## config.mk

```make
export PLATFORM = sky130hd
export DESIGN_NAME = sorted_priority_queue_top
export DESIGN_NICKNAME = d
export VERILOG_FILES = /design/src/design/spq_pkg.sv /design/src/design/sorted_priority_queue_top.sv /design/src/design/spq_cell.sv
export SDC_FILE = /design/constraint.sdc
export NUM_CORES = 2
export LEC_CHECK = 0
export ABC_AREA = 1
export BUFFER_PORTS_ARGS = -buffer_cell sky130_fd_sc_hd__buf_2
export CORE_ASPECT_RATIO = 1.2
export CORE_MARGIN = 10
export CORE_UTILIZATION = 45
export DETAILED_ROUTE_END_ITERATION = 8
export HOLD_SLACK_MARGIN = 0.06
export SETUP_SLACK_MARGIN = 0.15
export SLEW_MARGIN = 10
export SYNTH_ARGS = -nofsm -noshare
export SYNTH_HDL_FRONTEND = slang
export SYNTH_SLANG_ARGS = --single-unit
```

## constraint.sdc

```tcl
create_clock -name clk -period 9.07 [get_ports clk]
set_input_delay 0.4535 -clock clk [delete_from_list [all_inputs] [get_ports clk]]
set_output_delay 0.4535 -clock clk [all_outputs]
set_load 0.01 [all_outputs]
```

## src/design/spq_pkg.sv

```systemverilog
// Shared types and constants for the sorted priority queue.
// Used by the cell, the top level and the port checker; depends on nothing.
package spq_pkg;

  localparam int DEPTH   = 16;
  localparam int CNT_W   = $clog2(DEPTH + 1);
  localparam int VALUE_W = 32;
  localparam int PRIO_W  = 8;
  localparam int FILL_W  = 5;
  localparam int STAT_W  = 2;

  localparam int IN_BITS  = 1 + VALUE_W + PRIO_W;
  localparam int IN_W     = ((IN_BITS + 7) / 8) * 8;
  localparam int OUT_BITS = VALUE_W + STAT_W + FILL_W;
  localparam int OUT_W    = ((OUT_BITS + 7) / 8) * 8;

  typedef enum logic {
    FUNC_ENQ = 1'b0,
    FUNC_DEQ = 1'b1
  } func_t;

  typedef enum logic [STAT_W-1:0] {
    ST_OK    = 2'd0,
    ST_FULL  = 2'd1,
    ST_EMPTY = 2'd2
  } status_t;

  // The operation that every cell of the row carries out.
  typedef enum logic [1:0] {
    CELL_HOLD,
    CELL_PUSH,
    CELL_POP
  } cell_op_t;

  typedef struct packed {
    logic signed [VALUE_W-1:0] value;
    logic        [PRIO_W-1:0]  prio;
  } entry_t;

  typedef struct packed {
    cell_op_t op;
    entry_t   ent;
  } cell_cmd_t;

  localparam logic signed [VALUE_W-1:0] EMPTY_VALUE = -32'sd1;

endpackage

```

## src/design/sorted_priority_queue_top.sv

```systemverilog
// Sorted priority queue: every accepted beat is answered with one result beat.
// A result beat appears the cycle after its input beat is taken.
// One beat per cycle while in_tready is high; the row of cells shifts in a single step.
// in_tready stays high while the output register is empty or being drained.
// Reset (rst_n low, synchronous) empties the queue and drops any result.
// Cell contents are not reset; only cells below the fill count are read.
module sorted_priority_queue_top (
  input  logic                     clk,
  input  logic                     rst_n,
  input  logic                     in_tvalid,
  output logic                     in_tready,
  // [0] func, [32:1] item_value, [40:33] item_priority, rest zero
  input  logic [spq_pkg::IN_W-1:0] in_tdata,
  output logic                     out_tvalid,
  input  logic                     out_tready,
  // [31:0] out_value, [33:32] status, [38:34] fill_count, rest zero
  output logic [spq_pkg::OUT_W-1:0] out_tdata
);
  import spq_pkg::*;

  logic                      in_fire;
  func_t                     func;
  entry_t                    new_ent;
  logic [CNT_W-1:0]          count_r, count_nxt;
  logic                      out_valid_r, out_valid_nxt;
  logic signed [VALUE_W-1:0] res_value_r, res_value_nxt;
  status_t                   res_status_r, res_status_nxt;
  logic [CNT_W-1:0]          res_count_r;
  cell_cmd_t                 cmd;
  entry_t                    ents [DEPTH];
  logic [DEPTH-1:0]          gts;
  logic                      full, empty;

  assign in_tready = !out_valid_r || out_tready;
  assign in_fire   = in_tvalid && in_tready;

  assign func          = func_t'(in_tdata[0]);
  assign new_ent.value = in_tdata[VALUE_W:1];
  assign new_ent.prio  = in_tdata[VALUE_W+PRIO_W:VALUE_W+1];

  assign full  = (count_r == CNT_W'(DEPTH));
  assign empty = (count_r == '0);

  always_comb begin
    cmd.op         = CELL_HOLD;
    cmd.ent        = new_ent;
    count_nxt      = count_r;
    res_value_nxt  = '0;
    res_status_nxt = ST_OK;
    out_valid_nxt  = out_valid_r && !out_tready;
    if (in_fire) begin
      out_valid_nxt = 1'b1;
      unique case (func)
        FUNC_ENQ: begin
          if (full) begin
            res_status_nxt = ST_FULL;
          end else begin
            cmd.op    = CELL_PUSH;
            count_nxt = count_r + CNT_W'(1);
          end
        end
        FUNC_DEQ: begin
          if (empty) begin
            res_status_nxt = ST_EMPTY;
            res_value_nxt  = EMPTY_VALUE;
          end else begin
            cmd.op        = CELL_POP;
            res_value_nxt = ents[0].value;
            count_nxt     = count_r - CNT_W'(1);
          end
        end
        default: ;
      endcase
    end
  end

  genvar i;
  generate
    for (i = 0; i < DEPTH; i++) begin : g_cell
      logic   occ;
      logic   at_tail;
      entry_t left_ent;
      logic   left_gt;
      entry_t right_ent;

      assign occ     = (CNT_W'(i) < count_r);
      assign at_tail = (CNT_W'(i) == count_r);

      if (i == 0) begin : g_head
        assign left_ent = new_ent;
        assign left_gt  = 1'b0;
      end else begin : g_body
        assign left_ent = ents[i-1];
        assign left_gt  = gts[i-1];
      end

      // The last cell has nothing behind it; on removal it keeps its entry,
      // which then lies above the fill count and is never read.
      if (i == DEPTH - 1) begin : g_tail
        assign right_ent = ents[i];
      end else begin : g_mid
        assign right_ent = ents[i+1];
      end

      spq_cell u_cell (
        .clk       (clk),
        .cmd       (cmd),
        .occ       (occ),
        .at_tail   (at_tail),
        .left_ent  (left_ent),
        .left_gt   (left_gt),
        .right_ent (right_ent),
        .ent       (ents[i]),
        .gt        (gts[i])
      );
    end
  endgenerate

  always_ff @(posedge clk) begin
    if (!rst_n) begin
      count_r     <= '0;
      out_valid_r <= 1'b0;
    end else begin
      count_r     <= count_nxt;
      out_valid_r <= out_valid_nxt;
    end
  end

  always_ff @(posedge clk) begin
    if (in_fire) begin
      res_value_r  <= res_value_nxt;
      res_status_r <= res_status_nxt;
      res_count_r  <= count_nxt;
    end
  end

  assign out_tvalid = out_valid_r;
  assign out_tdata  = OUT_W'({FILL_W'(res_count_r), res_status_r, res_value_r});

endmodule

```

## src/design/spq_cell.sv

```systemverilog
// One storage cell of the sorted row: holds an entry and shifts it toward
// its neighbors on insert or removal. Depends on spq_pkg.
module spq_cell (
  input  logic               clk,
  input  spq_pkg::cell_cmd_t cmd,
  input  logic               occ,      // this cell lies below the fill count
  input  logic               at_tail,  // this cell is the first free one
  input  spq_pkg::entry_t    left_ent,
  input  logic               left_gt,
  input  spq_pkg::entry_t    right_ent,
  output spq_pkg::entry_t    ent,
  output logic               gt
);
  import spq_pkg::*;

  entry_t ent_r;
  entry_t ent_nxt;

  assign ent = ent_r;
  // Sorted order makes this flag monotonic along the occupied cells.
  assign gt  = occ && (ent_r.prio > cmd.ent.prio);

  always_comb begin
    ent_nxt = ent_r;
    unique case (cmd.op)
      CELL_PUSH: begin
        if (left_gt) begin
          ent_nxt = left_ent;
        end else if (gt || at_tail) begin
          ent_nxt = cmd.ent;
        end
      end
      CELL_POP:  ent_nxt = right_ent;
      default:   ent_nxt = ent_r;
    endcase
  end

  always_ff @(posedge clk) begin
    ent_r <= ent_nxt;
  end

endmodule

```

Yosys cells after proc, flatten, opt, wreduce, memory -nomap -nowiden

Index checks and enable logic that the tools add are counted.

Flip-flop bits (word level): 685
Bits of input ports: 52
Output and inout port bits: 42

$add $sub $neg: 2
Order comparisons: 32
Equality and inequality tests: 33
Mux-type cells: 59
Bitwise operators: 1
Reductions and logical operators: 56

Operators by type and width:

| operator              | count |
|---|---|
| $mux W40              | 31 |
| $pmux W40 S2          | 15 |
| $gt A8 B8 Y1          | 16 |
| $ne A3 B1 Y1 const B  | 14 |
| $eq A4 B5 Y1 const A  | 8 |
| $lt A4 B5 Y1 const A  | 8 |
| $mux W32              | 1 |
| $reduce_and A2 Y1     | 16 |
| $eq A3 B5 Y1 const A  | 4 |
| $lt A3 B5 Y1 const A  | 4 |
| $logic_and A1 B1 Y1   | 18 |
| $logic_or A1 B1 Y1    | 17 |
| $mux W5               | 3 |
| $eq A2 B5 Y1 const A  | 2 |
| $lt A1 B5 Y1 const A  | 2 |
| $lt A2 B5 Y1 const A  | 2 |
| $pmux W5 S2           | 1 |
| $pmux W2 S2           | 2 |
| $mux W2               | 3 |
| $add A5 B1 Y5 const B | 1 |
| $eq A1 B5 Y1 const A  | 1 |
| $eq A5 B5 Y1 const B  | 1 |
| $logic_not A5 Y1      | 1 |
| $sub A5 B1 Y5 const B | 1 |
| other kinds (7)       | 11 |

Depth between registers and ports, before layout

Word-level depth: 7
Depth in mapped cells: 15

Cells and area by module

A second synthesis with hierarchy kept.

Cell total of the unflattened synthesis: 4508
Area, all modules: 39165.1 sq um

Modules (own cells, without submodules):

| module                    | times used | cells an instance | area each (sq um) | sequential area each (sq um) |
|---|---|---|---|---|
| spq_cell                  | 16         | 265               | 2301.0            | 1201.2 |
| sorted_priority_queue_top | 1          | 268               | 2349.8            | 1291.2 |

Worst setup path before layout

Ideal clock, no wire load.

Path type: input to register
Start: in out_tready
End: reg g_cell[0].u_cell.ent_r, in the netlist g_cell[0].u_cell.ent[0], enable pin
Arrival time: 4.327 ns
Required time: 8.632 ns
Path slack: 4.305 ns
Stages: 10
Path buffers: 2
Path through: inv_1 nand2_1 nand2_1 clkinv_1 nand2_1 ha_1 buf_2 clkbuf_1 nor2_1 nor2_1

Word-level cells in the longest chain between the ends: 6
Elaborated cells between the ends (all ways): 8

RTL lines:

| what                                                                | line                            | RTL |
|---|---|---|
| from (decl)                                                         | sorted_priority_queue_top.sv:15 | `input logic out_tready,` |
| $logic_or A1 B1 Y1 *                                                | sorted_priority_queue_top.sv:34 | `assign in_tready = !out_valid_r \|\| out_tready;` |
| via in_tready                                                       | sorted_priority_queue_top.sv:11 | `output logic in_tready,` |
| $logic_and A1 B1 Y1 *                                               | sorted_priority_queue_top.sv:35 | `assign in_fire = in_tvalid && in_tready;` |
| via in_fire                                                         | sorted_priority_queue_top.sv:21 | `logic in_fire;` |
| $mux W2 *                                                           | sorted_priority_queue_top.sv:51 | `if (in_fire) begin` |
| $eq A2 B1 Y1 or $eq A2 B2 Y1 (tied branches)                        | -                               |  |
| $ne A2 B1 Y1 (no source line) or $reduce_bool A2 Y1 (tied branches) | -                               |  |
| $reduce_and A2 Y1 (no source line) *                                | -                               |  |
| to (signal assigned)                                                | spq_cell.sv:39                  | `ent_r <= ent_nxt;` |
| to (decl)                                                           | spq_cell.sv:16                  | `entry_t ent_r;` |

Mark *: on every way through the listed nets, which the timed path passes. The rest lies on a longest branch.
A chain may end at the register's enable or synchronous reset.

==> results.yml <==
outcome:
  status: "complete, no violations"
cts:
  clock-root-buffer: "clkbuf_16"
  clkLatencyLatePin_ns: 0.63
  cts_sinks: 685
  cts_max_level: 3
  post_cts_buffers: 0
  path_clk_slew_ns: 0.06
  cts_made_buffers: 74
  cts_tree: "yes"
  cts_buffer_depth: 3
power:
  p_leak_nw: 20.7
  power_frac_clock_pct: 31.2
  cellInternalPower_mw: 6.37
  p_sw_share_pct: 31.8
  ir_drop_uv: 126
  comb_power_share_pct: 22.7
  switching_power_mw: 2.97
  seqPwrFrac_pct: 46.1
  power_density_nw_per_um2: 211
setup_path:
  ff2ff_setup_slack_ns: 4.04
  path_class: "register to register"
  slowest_delay_ns: 0.92
  cp_slowest_cell: "buf_4"
  worst_path_most_repeated_cell: "nand2_1"
  cp_max_fo: 97
  crit_arrival_ns: 5.53
  worst_ep_required_time_ns: 9.57
  r2r_cells: 13
  r2r-start: "count_r[0]$_SDFF_PN0_"
  rr_endpoint: "g_cell[9].u_cell.ent[35]$_DFFE_PP_"
  crit_path_start_kind: "register"
  crit_chain: "inv_2, ha_1, nand2_1, nor2_1, nor2_1, nand2_1, inv_1, ha_4, buf_4, buf_4, buf_4, nand2_1, nand2_1"
  cp-end-kind: "register"
final_layout:
  n_fill_cell: 8768
  synthToLayoutAreaGrowth_pct: 8.26
  nNetsFinal: 5274
  final_layout_size_suffix_gt1_share_pct: 5.79
  final_cell_mix: "nand2_1, nand3_1, edfxtp_1"
  final_util_pct: 48.9
  final_common_cell: "nand2_1"
floorplanning:
  fp-row-count: 121
  dieHeight_um: 350
  die_w_um: 295
  die-area_sq_um: 103000
  initial_core_util_pct: 45.2
  coreArea_sq_um: 90400
  ios: 94
detailed_routing:
  routed_wl_um: 101000
  postRouteAntennaNets: 0
  vias: 32100
  drt_pass1_iterations: 5
  first_iter_violations: 2652
  vias_per_cell: 5.08
  wl_per_cell_um: 16.0
  drc: 0
yosys:
  ys_top_cells_by_area: "edfxtp_1, nand2_1, nand3_1"
  yosysSeqAreaShare_pct: 50.2
  avgSynthCellArea_sq_um: 7.84
  mappedNetlistNets: 5398
  synth_largest_area_cell: "edfxtp_1"
  syn_area_sq_um: 40900
  synth.distinct_cells: 33
  yosysWarnings: 0
  synth_top_family_by_area: "simple AND/OR/NAND/NOR gates"
  synthAdderAreaFrac_pct: 4.13
  synth-simple-area-share_pct: 33.6
  synthMuxAreaShare_pct: 0
  yosys.area.top_type_share_pct: 49.9
  synth_compound_area_share_pct: 2.65
  syn_inst: 5211
  synth-xor-area-share_pct: 0.0643
  ys_ff_latch: 685
global_routing:
  antenna_found_initial: 0
  overflow: 0
  grt_pass1_vias: 31400
  grt_pass1_wl_um: 168000
  grt_max_degree: 182
  grt_usage_pct: 19.4
timing:
  slew_headroom_pct: 20.9
  tns_ns: 0
  fin_crit_sh_pct: 55.5
  setup_viol: 0
  drv_slew: 0
  min_period_ns: 5.03
  hold_violations: 0
  skew_ns: 0.0236
  fmax_mhz: 199
  tightest_slew_ns: 1.19
  rsz0062_at_grt: "false"
run:
  drv_cap: 0
place:
  dp_hpwl_um: 68700
  gp_congestion: 0.842
  portBuffers: 85
worst_hold_path:
  hold_depth: 4
  hold_path_end: "out_tvalid$_SDFF_PN0_"
  worstHoldStart: "out_tready"
  min_path_type: "input port to register"
## cell usage after synthesis
cell type and count:
nand2_1 1949, a21o_1 3, nand3b_1 78, xor2_1 3
nor2_2 5, a31oi_1 1, o21ai_1 5, a21oi_1 92
a21boi_2 1, dfxtp_1 6, o21ai_0 81, a21boi_0 1
nand4_1 7, inv_2 7, buf_1 39, a22oi_2 1
nor3_1 2, o21bai_1 1, a21oi_2 3, nor2_4 1
clkbuf_1 205, nor2_1 114, clkinv_1 8, conb_1 1
buf_2 105, inv_1 592, nand3_1 1054, buf_4 12
and2_1 3, nand2_2 4, ha_1 135, edfxtp_1 679
o21a_1 13
## metal layers
layer	track usage, %	wire [um]	part of all wire [%]
met5	0	0	0
met4	4.82	2020	2.0
met3	2.58	5660	5.6
met2	33.1	47800	47
met1	25.8	45600	45
## per-stage QoR
| stage | worst slack, ns | std cells | hold slack, ns | instance area (sq um) | power (mW) |
|---|---|---|---|---|---|
| global route | 3.73 | 6311 | 0.166 | 44200 | 9.89 |
| detailed placement | 3.96 | 6178 | 0.499 | 42000 | 6.50 |
| CTS | 4.19 | 6311 | 0.0992 | 44200 | 9.44 |
| global placement | 4.01 | 6178 | 0.494 | 42000 | 6.44 |
| floorplan | 4.30 | 5211 | 0.491 | 40900 | 5.90 |
| finish | 4.04 | 6312 | 0.134 | 44200 | 9.34 |
## state kept, by name, indices dropped and copies added (netlist names)
signal             flops
out_tvalid             1
res_value_r           32
res_status_r           2
g_cell.u_cell.ent    640
count_r                5
res_count_r            5
## critical path, delay by kind of cell (launching register included)
| kind | cells | cell delay, ns |
|---|---|---|
| fa+ha+maj | 2 | 0.63 |
| simple gates | 6 | 0.85 |
| flops | 1 | 0.57 |
| buf+inv | 5 | 2.67 |
## layout make-up
class | count | area [sq um] | share of cell area, %
timing repair buffer | 161 | 1020 | 2.31
clock inverter | 35 | 273 | 0.617
tap | 1168 | 1460 | 3.30
multi-input combinational | 3558 | 16700 | 37.7
clock buffer | 97 | 1990 | 4.50
inverter | 607 | 2290 | 5.17
sequential | 685 | 20500 | 46.4
antenna | 1 | 2.50 | 0.00566
## how the worst max path moves through the flow
| stage | from | to | slack, ns | cells past startpoint |
|---|---|---|---|---|
| after floorplan | out_tready | g_cell[0].u_cell.ent[0]$_DFFE_PP_ | 4.30 | 10 |
| after global placement | in_tdata[40] | g_cell[14].u_cell.ent[24]$_DFFE_PP_ | 4.01 | 14 |
| after detailed placement | in_tdata[40] | g_cell[14].u_cell.ent[25]$_DFFE_PP_ | 3.96 | 14 |
| after CTS | count_r[0]$_SDFF_PN0_ | g_cell[10].u_cell.ent[20]$_DFFE_PP_ | 4.19 | 13 |
| after global routing | count_r[0]$_SDFF_PN0_ | g_cell[13].u_cell.ent[23]$_DFFE_PP_ | 3.73 | 13 |
| final | count_r[0]$_SDFF_PN0_ | g_cell[9].u_cell.ent[35]$_DFFE_PP_ | 4.04 | 13 |
## timing repair
action                    CTS  global route
hold buffers                1             0
hold endpoints to repair    1             0
resized for setup           0             0
## power groups by stage
stage	clock network (mW)	logic (mW)	registers, mW
finish	2.91	2.12	4.31
global placement	0	2.09	4.35
floorplan	0	1.56	4.34
detailed placement	0	2.13	4.37
CTS	3.00	2.14	4.30
global route	3.09	2.44	4.36
## cells by family after synthesis
kind of cell             count (synthesis)
adder cells (fa/ha/maj)                135
buffers and inverters                  968
other                                    1
XOR/XNOR                                 3
AO/OA/AOI/OAI                          202
flip-flops                             685
AND/OR/NAND/NOR                       3217
(Power assumes the default switching activity.)
